### src/rtl/core/ptsu_pkg.sv
package ptsu_pkg;

	localparam int KIND_W = 3;
	localparam int COMP_W = 21;
	localparam int AREA_W = 43;
	localparam int MAT_W  = 16;
	localparam int CR_W   = 43;
	localparam int MAG_W  = 42;
	localparam int HALF_W = 21;
	localparam int SUM_W  = 84;
	localparam int ROOT_W = 42;
	localparam int QUOT_W = 16;
	localparam int MUL_W  = 23;
	localparam int PROD_W = 46;

	localparam logic [KIND_W-1:0] KIND_V0  = 3'd0;
	localparam logic [KIND_W-1:0] KIND_V1  = 3'd1;
	localparam logic [KIND_W-1:0] KIND_V2  = 3'd2;
	localparam logic [KIND_W-1:0] KIND_E1  = 3'd3;
	localparam logic [KIND_W-1:0] KIND_E2  = 3'd4;
	localparam logic [KIND_W-1:0] KIND_NRM = 3'd5;

	typedef struct packed {
		logic start;
		logic div;
	} sd_cmd_t;

	typedef struct packed {
		logic done;
		logic root_zero;
	} sd_stat_t;

endpackage

### src/rtl/core/polygon_fan_triangle_setup_unit.sv
// Vertices that open a polygon give no beats.
// A vertex that closes a triangle stalls the input through the cross product multiplies,
// their drain, the squared length multiplies, their drain, the square root and three
// divisions, then six output beats, one per cycle while the sink does not stall.
// A zero cross product skips the divisions and gives a zero normal.
// Async reset (arst_n low) clears the sequencer and vertex count, sets the material to -1.
module polygon_fan_triangle_setup_unit #(
	parameter int COORD_WIDTH = 20
) (
	input  logic                                 clk,
	input  logic                                 arst_n,
	input  logic                                 in_valid,
	output logic                                 in_stall,
	input  logic signed [COORD_WIDTH-1:0]        vx,
	input  logic signed [COORD_WIDTH-1:0]        vy,
	input  logic signed [COORD_WIDTH-1:0]        vz,
	input  logic                                 first_vertex,
	input  logic signed [ptsu_pkg::MAT_W-1:0]    material_id,
	output logic                                 out_valid,
	input  logic                                 out_stall,
	output logic [ptsu_pkg::KIND_W-1:0]          vector_kind,
	output logic signed [ptsu_pkg::COMP_W-1:0]   comp_x,
	output logic signed [ptsu_pkg::COMP_W-1:0]   comp_y,
	output logic signed [ptsu_pkg::COMP_W-1:0]   comp_z,
	output logic [ptsu_pkg::AREA_W-1:0]          tri_area,
	output logic signed [ptsu_pkg::MAT_W-1:0]    tri_material,
	output logic                                 last_of_triangle
);
	import ptsu_pkg::*;

	localparam int EW = COORD_WIDTH + 1;

	typedef enum logic [8:0] {
		S_IDLE   = 9'b000000001,
		S_CROSS  = 9'b000000010,
		S_MAG    = 9'b000000100,
		S_SQUARE = 9'b000001000,
		S_RSTART = 9'b000010000,
		S_RWAIT  = 9'b000100000,
		S_DSTART = 9'b001000000,
		S_DWAIT  = 9'b010000000,
		S_OUT    = 9'b100000000
	} state_t;

	state_t state_q;

	logic signed [COORD_WIDTH-1:0] vin [3];
	logic signed [COORD_WIDTH-1:0] org_q [3];
	logic signed [COORD_WIDTH-1:0] prv_q [3];
	logic signed [COORD_WIDTH-1:0] cur_q [3];
	logic signed [COMP_W-1:0]      e1_q [3];
	logic signed [COMP_W-1:0]      e2_q [3];
	logic signed [COMP_W-1:0]      nrm_q [3];
	logic signed [CR_W-1:0]        cr_q [3];
	logic [MAG_W-1:0]              mag_q [3];
	logic [SUM_W-1:0]              sum_q;
	logic [1:0]                    vcnt_q;
	logic signed [MAT_W-1:0]       mat_q;
	logic [1:0]                    comp_q, part_q;
	logic [KIND_W-1:0]             kidx_q;

	logic                          tag_vld_s1, tag_sq_s1;
	logic [1:0]                    tag_comp_s1, tag_part_s1;

	logic signed [MUL_W-1:0]       ma, mb;
	logic signed [PROD_W-1:0]      p_s1;
	logic [HALF_W-1:0]             mhi, mlo;
	logic                          mul_go, last_issue;
	logic                          acc;
	logic signed [EW-1:0]          d1 [3];
	logic signed [EW-1:0]          d2 [3];

	sd_cmd_t                       sd_cmd;
	sd_stat_t                      sd_stat;
	logic [ROOT_W-1:0]             root;
	logic [QUOT_W-1:0]             quot;

	logic                          out_vld_q;
	logic                          out_load;
	logic [KIND_W-1:0]             kind_q;
	logic signed [COMP_W-1:0]      ox_q, oy_q, oz_q;
	logic [AREA_W-1:0]             area_q;
	logic signed [MAT_W-1:0]       omat_q;

	assign vin[0] = vx;
	assign vin[1] = vy;
	assign vin[2] = vz;

	assign in_stall = (state_q != S_IDLE);
	assign acc      = in_valid && (state_q == S_IDLE);

	always_comb begin
		for (int i = 0; i < 3; i++) begin
			d1[i] = EW'(prv_q[i]) - EW'(org_q[i]);
			d2[i] = EW'(vin[i]) - EW'(org_q[i]);
		end
	end

	// operand selection for the shared multiplier
	always_comb begin
		mhi = mag_q[comp_q][MAG_W-1:HALF_W];
		mlo = mag_q[comp_q][HALF_W-1:0];
		if (state_q == S_CROSS) begin
			case (comp_q)
				2'd0: begin
					ma = MUL_W'(part_q[0] ? e1_q[2] : e1_q[1]);
					mb = MUL_W'(part_q[0] ? e2_q[1] : e2_q[2]);
				end
				2'd1: begin
					ma = MUL_W'(part_q[0] ? e1_q[0] : e1_q[2]);
					mb = MUL_W'(part_q[0] ? e2_q[2] : e2_q[0]);
				end
				default: begin
					ma = MUL_W'(part_q[0] ? e1_q[1] : e1_q[0]);
					mb = MUL_W'(part_q[0] ? e2_q[0] : e2_q[1]);
				end
			endcase
		end else begin
			// |c|^2 = hi^2 << 42 + 2 hi lo << 21 + lo^2
			ma = signed'({2'b00, (part_q == 2'd2) ? mlo : mhi});
			mb = signed'({2'b00, (part_q == 2'd0) ? mhi : mlo});
		end
	end

	assign mul_go     = (state_q == S_CROSS) || (state_q == S_SQUARE);
	assign last_issue = (comp_q == 2'd2) &&
	                    (part_q == ((state_q == S_CROSS) ? 2'd1 : 2'd2));

	ptsu_mul u_mul (
		.clk  (clk),
		.a    (ma),
		.b    (mb),
		.p_s1 (p_s1)
	);

	always_comb begin
		sd_cmd.start = 1'b0;
		sd_cmd.div   = 1'b0;
		if (state_q == S_RSTART && !tag_vld_s1) begin
			sd_cmd.start = 1'b1;
		end else if (state_q == S_DSTART && !sd_stat.root_zero) begin
			sd_cmd.start = 1'b1;
			sd_cmd.div   = 1'b1;
		end
	end

	ptsu_sqdiv u_sqdiv (
		.clk      (clk),
		.arst_n   (arst_n),
		.cmd      (sd_cmd),
		.radicand (sum_q),
		.mag      (mag_q[comp_q]),
		.root     (root),
		.quot     (quot),
		.stat     (sd_stat)
	);

	assign out_load = (state_q == S_OUT) && (!out_vld_q || !out_stall);

	always_ff @(posedge clk or negedge arst_n) begin
		if (!arst_n) begin
			state_q    <= S_IDLE;
			vcnt_q     <= '0;
			mat_q      <= '1;
			tag_vld_s1 <= 1'b0;
			out_vld_q  <= 1'b0;
			comp_q     <= '0;
			part_q     <= '0;
			kidx_q     <= '0;
		end else begin
			tag_vld_s1 <= mul_go;
			if (out_load) begin
				out_vld_q <= 1'b1;
			end else if (!out_stall) begin
				out_vld_q <= 1'b0;
			end
			unique case (state_q)
				S_IDLE: begin
					if (acc) begin
						if (first_vertex || vcnt_q == 2'd0) begin
							vcnt_q <= 2'd1;
							mat_q  <= material_id;
						end else if (vcnt_q == 2'd1) begin
							vcnt_q <= 2'd2;
						end else begin
							comp_q  <= '0;
							part_q  <= '0;
							state_q <= S_CROSS;
						end
					end
				end
				S_CROSS, S_SQUARE: begin
					if (last_issue) begin
						comp_q  <= '0;
						part_q  <= '0;
						state_q <= (state_q == S_CROSS) ? S_MAG : S_RSTART;
					end else if (part_q == ((state_q == S_CROSS) ? 2'd1 : 2'd2)) begin
						part_q <= '0;
						comp_q <= comp_q + 2'd1;
					end else begin
						part_q <= part_q + 2'd1;
					end
				end
				S_MAG: begin
					if (!tag_vld_s1) begin
						state_q <= S_SQUARE;
					end
				end
				S_RSTART: begin
					if (!tag_vld_s1) begin
						state_q <= S_RWAIT;
					end
				end
				S_RWAIT: begin
					if (sd_stat.done) begin
						comp_q  <= '0;
						state_q <= S_DSTART;
					end
				end
				S_DSTART: begin
					if (!sd_stat.root_zero) begin
						state_q <= S_DWAIT;
					end else if (comp_q == 2'd2) begin
						kidx_q  <= KIND_V0;
						state_q <= S_OUT;
					end else begin
						comp_q <= comp_q + 2'd1;
					end
				end
				S_DWAIT: begin
					if (sd_stat.done) begin
						if (comp_q == 2'd2) begin
							kidx_q  <= KIND_V0;
							state_q <= S_OUT;
						end else begin
							comp_q  <= comp_q + 2'd1;
							state_q <= S_DSTART;
						end
					end
				end
				S_OUT: begin
					if (out_load) begin
						kidx_q <= kidx_q + 3'd1;
						if (kidx_q == KIND_NRM) begin
							state_q <= S_IDLE;
						end
					end
				end
				default: state_q <= S_IDLE;
			endcase
		end
	end

	// datapath
	always_ff @(posedge clk) begin
		tag_sq_s1   <= (state_q == S_SQUARE);
		tag_comp_s1 <= comp_q;
		tag_part_s1 <= part_q;

		if (acc) begin
			for (int i = 0; i < 3; i++) begin
				if (first_vertex || vcnt_q == 2'd0) begin
					org_q[i] <= vin[i];
					prv_q[i] <= vin[i];
				end else if (vcnt_q == 2'd1) begin
					prv_q[i] <= vin[i];
				end else begin
					cur_q[i] <= vin[i];
					e1_q[i]  <= COMP_W'(d1[i]);
					e2_q[i]  <= COMP_W'(d2[i]);
				end
			end
		end

		if (tag_vld_s1) begin
			if (!tag_sq_s1) begin
				if (tag_part_s1 == 2'd0) begin
					cr_q[tag_comp_s1] <= CR_W'(p_s1);
				end else begin
					cr_q[tag_comp_s1] <= cr_q[tag_comp_s1] - CR_W'(p_s1);
				end
			end else begin
				case (tag_part_s1)
					2'd0:    sum_q <= sum_q + (SUM_W'(p_s1[2*HALF_W-1:0]) << (2*HALF_W));
					2'd1:    sum_q <= sum_q + (SUM_W'(p_s1[2*HALF_W-1:0]) << (HALF_W+1));
					default: sum_q <= sum_q + SUM_W'(p_s1[2*HALF_W-1:0]);
				endcase
			end
		end

		if (state_q == S_MAG && !tag_vld_s1) begin
			sum_q <= '0;
			for (int i = 0; i < 3; i++) begin
				mag_q[i] <= MAG_W'(cr_q[i][CR_W-1] ? -cr_q[i] : cr_q[i]);
			end
		end

		if (state_q == S_DSTART && sd_stat.root_zero) begin
			nrm_q[comp_q] <= '0;
		end
		if (state_q == S_DWAIT && sd_stat.done) begin
			nrm_q[comp_q] <= cr_q[comp_q][CR_W-1] ? -COMP_W'(quot) : COMP_W'(quot);
		end

		if (out_load) begin
			kind_q <= kidx_q;
			// area and material held with the beat, the next vertex may change them
			area_q <= AREA_W'(root >> 1);
			omat_q <= mat_q;
			case (kidx_q)
				KIND_V0: begin
					ox_q <= COMP_W'(org_q[0]);
					oy_q <= COMP_W'(org_q[1]);
					oz_q <= COMP_W'(org_q[2]);
				end
				KIND_V1: begin
					ox_q <= COMP_W'(prv_q[0]);
					oy_q <= COMP_W'(prv_q[1]);
					oz_q <= COMP_W'(prv_q[2]);
				end
				KIND_V2: begin
					ox_q <= COMP_W'(cur_q[0]);
					oy_q <= COMP_W'(cur_q[1]);
					oz_q <= COMP_W'(cur_q[2]);
				end
				KIND_E1: begin
					ox_q <= e1_q[0];
					oy_q <= e1_q[1];
					oz_q <= e1_q[2];
				end
				KIND_E2: begin
					ox_q <= e2_q[0];
					oy_q <= e2_q[1];
					oz_q <= e2_q[2];
				end
				default: begin
					ox_q <= nrm_q[0];
					oy_q <= nrm_q[1];
					oz_q <= nrm_q[2];
				end
			endcase
			if (kidx_q == KIND_NRM) begin
				for (int i = 0; i < 3; i++) begin
					prv_q[i] <= cur_q[i];
				end
			end
		end
	end

	assign out_valid        = out_vld_q;
	assign vector_kind      = kind_q;
	assign comp_x           = ox_q;
	assign comp_y           = oy_q;
	assign comp_z           = oz_q;
	assign tri_area         = area_q;
	assign tri_material     = omat_q;
	assign last_of_triangle = (kind_q == KIND_NRM);

endmodule

### src/rtl/core/ptsu_mul.sv
module ptsu_mul (
	input  logic                                clk,
	input  logic signed [ptsu_pkg::MUL_W-1:0]   a,
	input  logic signed [ptsu_pkg::MUL_W-1:0]   b,
	output logic signed [ptsu_pkg::PROD_W-1:0]  p_s1
);
	import ptsu_pkg::*;

	logic signed [PROD_W-1:0] prod;

	assign prod = PROD_W'(a) * PROD_W'(b);

	always_ff @(posedge clk) begin
		p_s1 <= prod;
	end

endmodule

### src/rtl/core/ptsu_sqdiv.sv
// Shared subtract/compare unit: square root two bits of radicand per step,
// division one quotient bit per step.
module ptsu_sqdiv (
	input  logic                              clk,
	input  logic                              arst_n,
	input  ptsu_pkg::sd_cmd_t                 cmd,
	input  logic [ptsu_pkg::SUM_W-1:0]        radicand,
	input  logic [ptsu_pkg::MAG_W-1:0]        mag,
	output logic [ptsu_pkg::ROOT_W-1:0]       root,
	output logic [ptsu_pkg::QUOT_W-1:0]       quot,
	output ptsu_pkg::sd_stat_t                stat
);
	import ptsu_pkg::*;

	localparam int OPW   = 47;
	localparam int REM_W = 45;
	localparam int NUM_W = 58;
	localparam logic [5:0] SQRT_STEPS = 6'(SUM_W / 2);
	localparam logic [5:0] DIV_STEPS  = 6'(QUOT_W);

	logic              busy_q, div_q, done_q;
	logic [5:0]        cnt_q;
	logic [SUM_W-1:0]  rad_q;
	logic [REM_W-1:0]  rem_q;
	logic [ROOT_W-1:0] root_q;
	logic [QUOT_W-1:0] quot_q;
	logic [OPW-1:0]    opa, opb;
	logic [OPW:0]      diff;
	logic              ge;
	logic [NUM_W-1:0]  num;

	always_comb begin
		if (div_q) begin
			opa = {1'b0, rem_q, rad_q[SUM_W-1]};
			opb = OPW'(root_q);
		end else begin
			opa = {rem_q, rad_q[SUM_W-1 -: 2]};
			opb = OPW'({root_q, 2'b01});
		end
		diff = {1'b0, opa} - {1'b0, opb};
		ge   = !diff[OPW];
		num  = NUM_W'({mag, 15'b0}) + NUM_W'(root_q >> 1);
	end

	always_ff @(posedge clk or negedge arst_n) begin
		if (!arst_n) begin
			busy_q <= 1'b0;
			done_q <= 1'b0;
			cnt_q  <= '0;
			div_q  <= 1'b0;
		end else begin
			done_q <= 1'b0;
			if (cmd.start) begin
				busy_q <= 1'b1;
				div_q  <= cmd.div;
				cnt_q  <= cmd.div ? DIV_STEPS : SQRT_STEPS;
			end else if (busy_q) begin
				cnt_q <= cnt_q - 6'd1;
				if (cnt_q == 6'd1) begin
					busy_q <= 1'b0;
					done_q <= 1'b1;
				end
			end
		end
	end

	always_ff @(posedge clk) begin
		if (cmd.start) begin
			if (cmd.div) begin
				rem_q                       <= REM_W'(num[NUM_W-1:QUOT_W]);
				rad_q[SUM_W-1 -: QUOT_W]    <= num[QUOT_W-1:0];
				quot_q                      <= '0;
			end else begin
				rad_q  <= radicand;
				rem_q  <= '0;
				root_q <= '0;
			end
		end else if (busy_q) begin
			rem_q <= ge ? diff[REM_W-1:0] : opa[REM_W-1:0];
			if (div_q) begin
				rad_q  <= rad_q << 1;
				quot_q <= {quot_q[QUOT_W-2:0], ge};
			end else begin
				rad_q  <= rad_q << 2;
				root_q <= {root_q[ROOT_W-2:0], ge};
			end
		end
	end

	assign root           = root_q;
	assign quot           = quot_q;
	assign stat.done      = done_q;
	assign stat.root_zero = (root_q == '0);

endmodule
### config.mk
export PLATFORM = sky130hd
export DESIGN_NAME = polygon_fan_triangle_setup_unit
export DESIGN_NICKNAME = d
export VERILOG_FILES = /design/src/rtl/core/ptsu_pkg.sv /design/src/rtl/core/polygon_fan_triangle_setup_unit.sv /design/src/rtl/core/ptsu_mul.sv /design/src/rtl/core/ptsu_sqdiv.sv
export SDC_FILE = /design/constraint.sdc
export NUM_CORES = 2
export LEC_CHECK = 0
export BUFFER_PORTS_ARGS = -buffer_cell sky130_fd_sc_hd__buf_2
export CELL_PAD_IN_SITES_DETAIL_PLACEMENT = 1
export CELL_PAD_IN_SITES_GLOBAL_PLACEMENT = 1
export CORE_UTILIZATION = 35
export DETAILED_ROUTE_END_ITERATION = 8
export GPL_TIMING_DRIVEN = 0
export PLACE_DENSITY_LB_ADDON = 0.25
export RECOVER_POWER = 100
export SLEW_MARGIN = 20
export SYNTH_ARGS = -nofsm -noshare
export SYNTH_HDL_FRONTEND = slang
export SYNTH_SLANG_ARGS = --single-unit
### constraint.sdc
create_clock -name clk -period 13.2 [get_ports clk]
set_input_delay 2.64 -clock clk [delete_from_list [all_inputs] [get_ports clk]]
set_output_delay 2.64 -clock clk [all_outputs]
set_load 0.02 [all_outputs]
==> impl_metrics.toml <==
[critical_path]
cp_slowest_stage_delay_ns = 0.83
critical_path.max_fanout = 10
critPathArrivalTime_ns = 13.58
worstPathRequired_ns = 13.84
crit_path_end_kind = "flip-flop"
r2r_slack_ns = 0.26
crit_type = "reg2reg"
crit_top_cell = "fa_1"
crit_path_start_kind = "flip-flop"
slowest_stage = "a21oi_1"

[finish]
area_delta_synth_final_pct = 11.8
final_cell_mix = "edfxtp_1, inv_1, nand2_1"
drive_gt1_frac = 0.0614
fin_nets = 10200
final_common_cell = "edfxtp_1"
instances_no_fill = 12600

[logic_synthesis]
ys_seq_area_frac = 0.376
async_reset_ff_frac = 0.0390
synth_area_um2 = 88100
syn_area_per_cell_um2 = 10.1
ys.flop_type = "edfxtp_1"
syn_inst = 8720
ys_types = 89
ys_warn_count = 0
ys_ff_latch = 1154
synth_enable_flop_cells = 977

[timing]
skew_ns = 0.0473
slew-limit-headroom = -1.27
hold_slack_ns = 0.413
post-route-period-util = 0.980
setup_tns_ns = 0
setup_viol = 0
min_period_ns = 12.94
drv_slew = 358
worst_slew_pin_slew_ns = 3.32
hold_violations = 0
max_freq_mhz = 77.3

[job]
drv_cap = 17

[grt]
grt_pass1_vias = 75300
grtUsageTotal = 0.294
grt_pass1_wl_um = 538000
antenna_found_initial = 28
grt_max_degree = 46
grt_overflow_total = 0

[floorplan]
ios = 209
die_area_um2 = 254000
dieHeight_um = 504
rows = 183
die_w_um = 504
coreArea_um2 = 249000
start_util = 0.353

[route]
firstDrtPassIters = 6
viasPerCell = 5.79
dr_total_vias = 72900
ant_nets = 0
drt_iter0_drc = 6964
routed_wl_um = 376000
drc = 0
wl_per_cell_um = 29.9

[placed_design]
place_inst = 12300
port_buffers = 206
dpl.hpwl_um = 303000
gp_congestion = 1.00

[clock_tree]
cts_tree = "built"
clockRootBuffer = "clkbuf_16"
clkLatencyLatePin_ns = 0.82
hold_buffers = 0
cts_max_level = 4
clockBufferDepth = 3
clk_pin_slew_ns = 0.07
cts_made_buffers = 143
clock-sinks = 1154

[min_path]
hold_path.class = "reg2reg"

[outcome]
status = "finished, violations left"
failed_checks = "capacitance limit, slew limit"
cells in the mapped netlist, types with 62 or more instances:
library cell | instances | share of area
ha_1 | 494 | 0.070
clkbuf_1 | 329 | 0.014
or3_1 | 63 | 0.0045
edfxtp_1 | 977 | 0.33
nor3_1 | 134 | 0.0076
mux2_2 | 145 | 0.019
xnor2_1 | 346 | 0.034
o21ai_0 | 444 | 0.025
o21a_1 | 134 | 0.011
a21o_1 | 157 | 0.013
fa_1 | 538 | 0.12
dfxtp_1 | 132 | 0.030
nand2_1 | 791 | 0.034
inv_1 | 927 | 0.040
and3_1 | 115 | 0.0082
a22oi_1 | 91 | 0.0078
nor2_1 | 678 | 0.029
a21oi_1 | 490 | 0.028
xor2_1 | 138 | 0.014
a221oi_1 | 93 | 0.0093
nand2b_1 | 74 | 0.0053
mux2i_1 | 253 | 0.029
a222oi_1 | 62 | 0.0070
o211ai_1 | 88 | 0.0075
nand3_1 | 133 | 0.0076
state kept, by name (all words and copies together) (netlist names), 41 cells and up:
register and cells:
cur_q 60, mag_q 126, nrm_q 63, u_sqdiv.rad_q 84, u_mul.p_s1 43, e2_q 63
sum_q 84, cr_q 172, u_sqdiv.rem_q 45, org_q 60, u_sqdiv.root 42, tri_area 41
prv_q 60, e1_q 63
cells by family (layout without fill, tap and decap cells):
family,after synthesis,after routing,share of synthesized area
compound gates,2010,2010,0.150
xor+xnor,484,484,0.0481
fa+ha+maj,1032,1032,0.193
buf+inv,1316,1844,0.0564
flops,1154,1154,0.376
mux,442,442,0.0586
other cells,1,17,0.0000426
simple gates,2281,2281,0.118
what timing repair did:
item	CTS	global route
buffers inserted	0	0
gates resized for setup	30	53
gates cloned	0	0
setup endpoints to repair	23	16
critical path, delay by kind of cell (launching register included):
family                     cells  cell delay (ns)
and+or+nand+nor                4             0.39
buffers and inverters         13             3.58
DFF                            1             0.63
AOI/OAI and AO/OA             10             3.45
xor gates and xnor gates       1             0.38
adders and majority gates      9             4.25
metrics by stage:
step	setup slack [ns]	area, um^2	util
global route	-0.00828	98400	0.395
finish	0.265	98500	0.395
global placement	-5.35	93300	0.374
floorplan	1.57	88100	-
detailed placement	-1.81	94500	0.379
CTS	0.0115	99600	0.399
layout make-up:
class / count / area (um^2)
Clock buffer: 186 / 3890
Antenna cell: 15 / 37.5
Inverter: 929 / 3490
Clock inverter: 77 / 1060
Buffer: 385 / 1500
Sequential cell: 1154 / 33100
Multi-Input combinational cell: 6251 / 50100
Timing Repair Buffer: 267 / 1090
Fill cell: 28100 / 151000
Tap cell: 3330 / 4170
path summary, 6_finish.rpt:
kind | from | end | depth (start not counted)
max | comp_q[1] | u_mul.p_s1[34] | 37
min | part_q[0] | tag_part_s1[0] | 0
max reg2reg | comp_q[1] | u_mul.p_s1[34] | 37
min reg2reg | part_q[0] | tag_part_s1[0] | 0
max in group asynchronous | arst_n | u_sqdiv.cnt_q[4] | 1
min in group asynchronous | arst_n | vcnt_q[0] | 1
per-layer routing:
metal,vias up,share of wire,global-route usage
met2,2716,0.45,0.467
met4,24,0.063,0.161
li1,31900,-,-
met3,705,0.071,0.0537
met5,-,0.00044,0
met1,37500,0.41,0.379
Power is left out: the tool's default activity adds up to more than one toggle a clock period on the data nets, which glitch-free logic cannot reach.
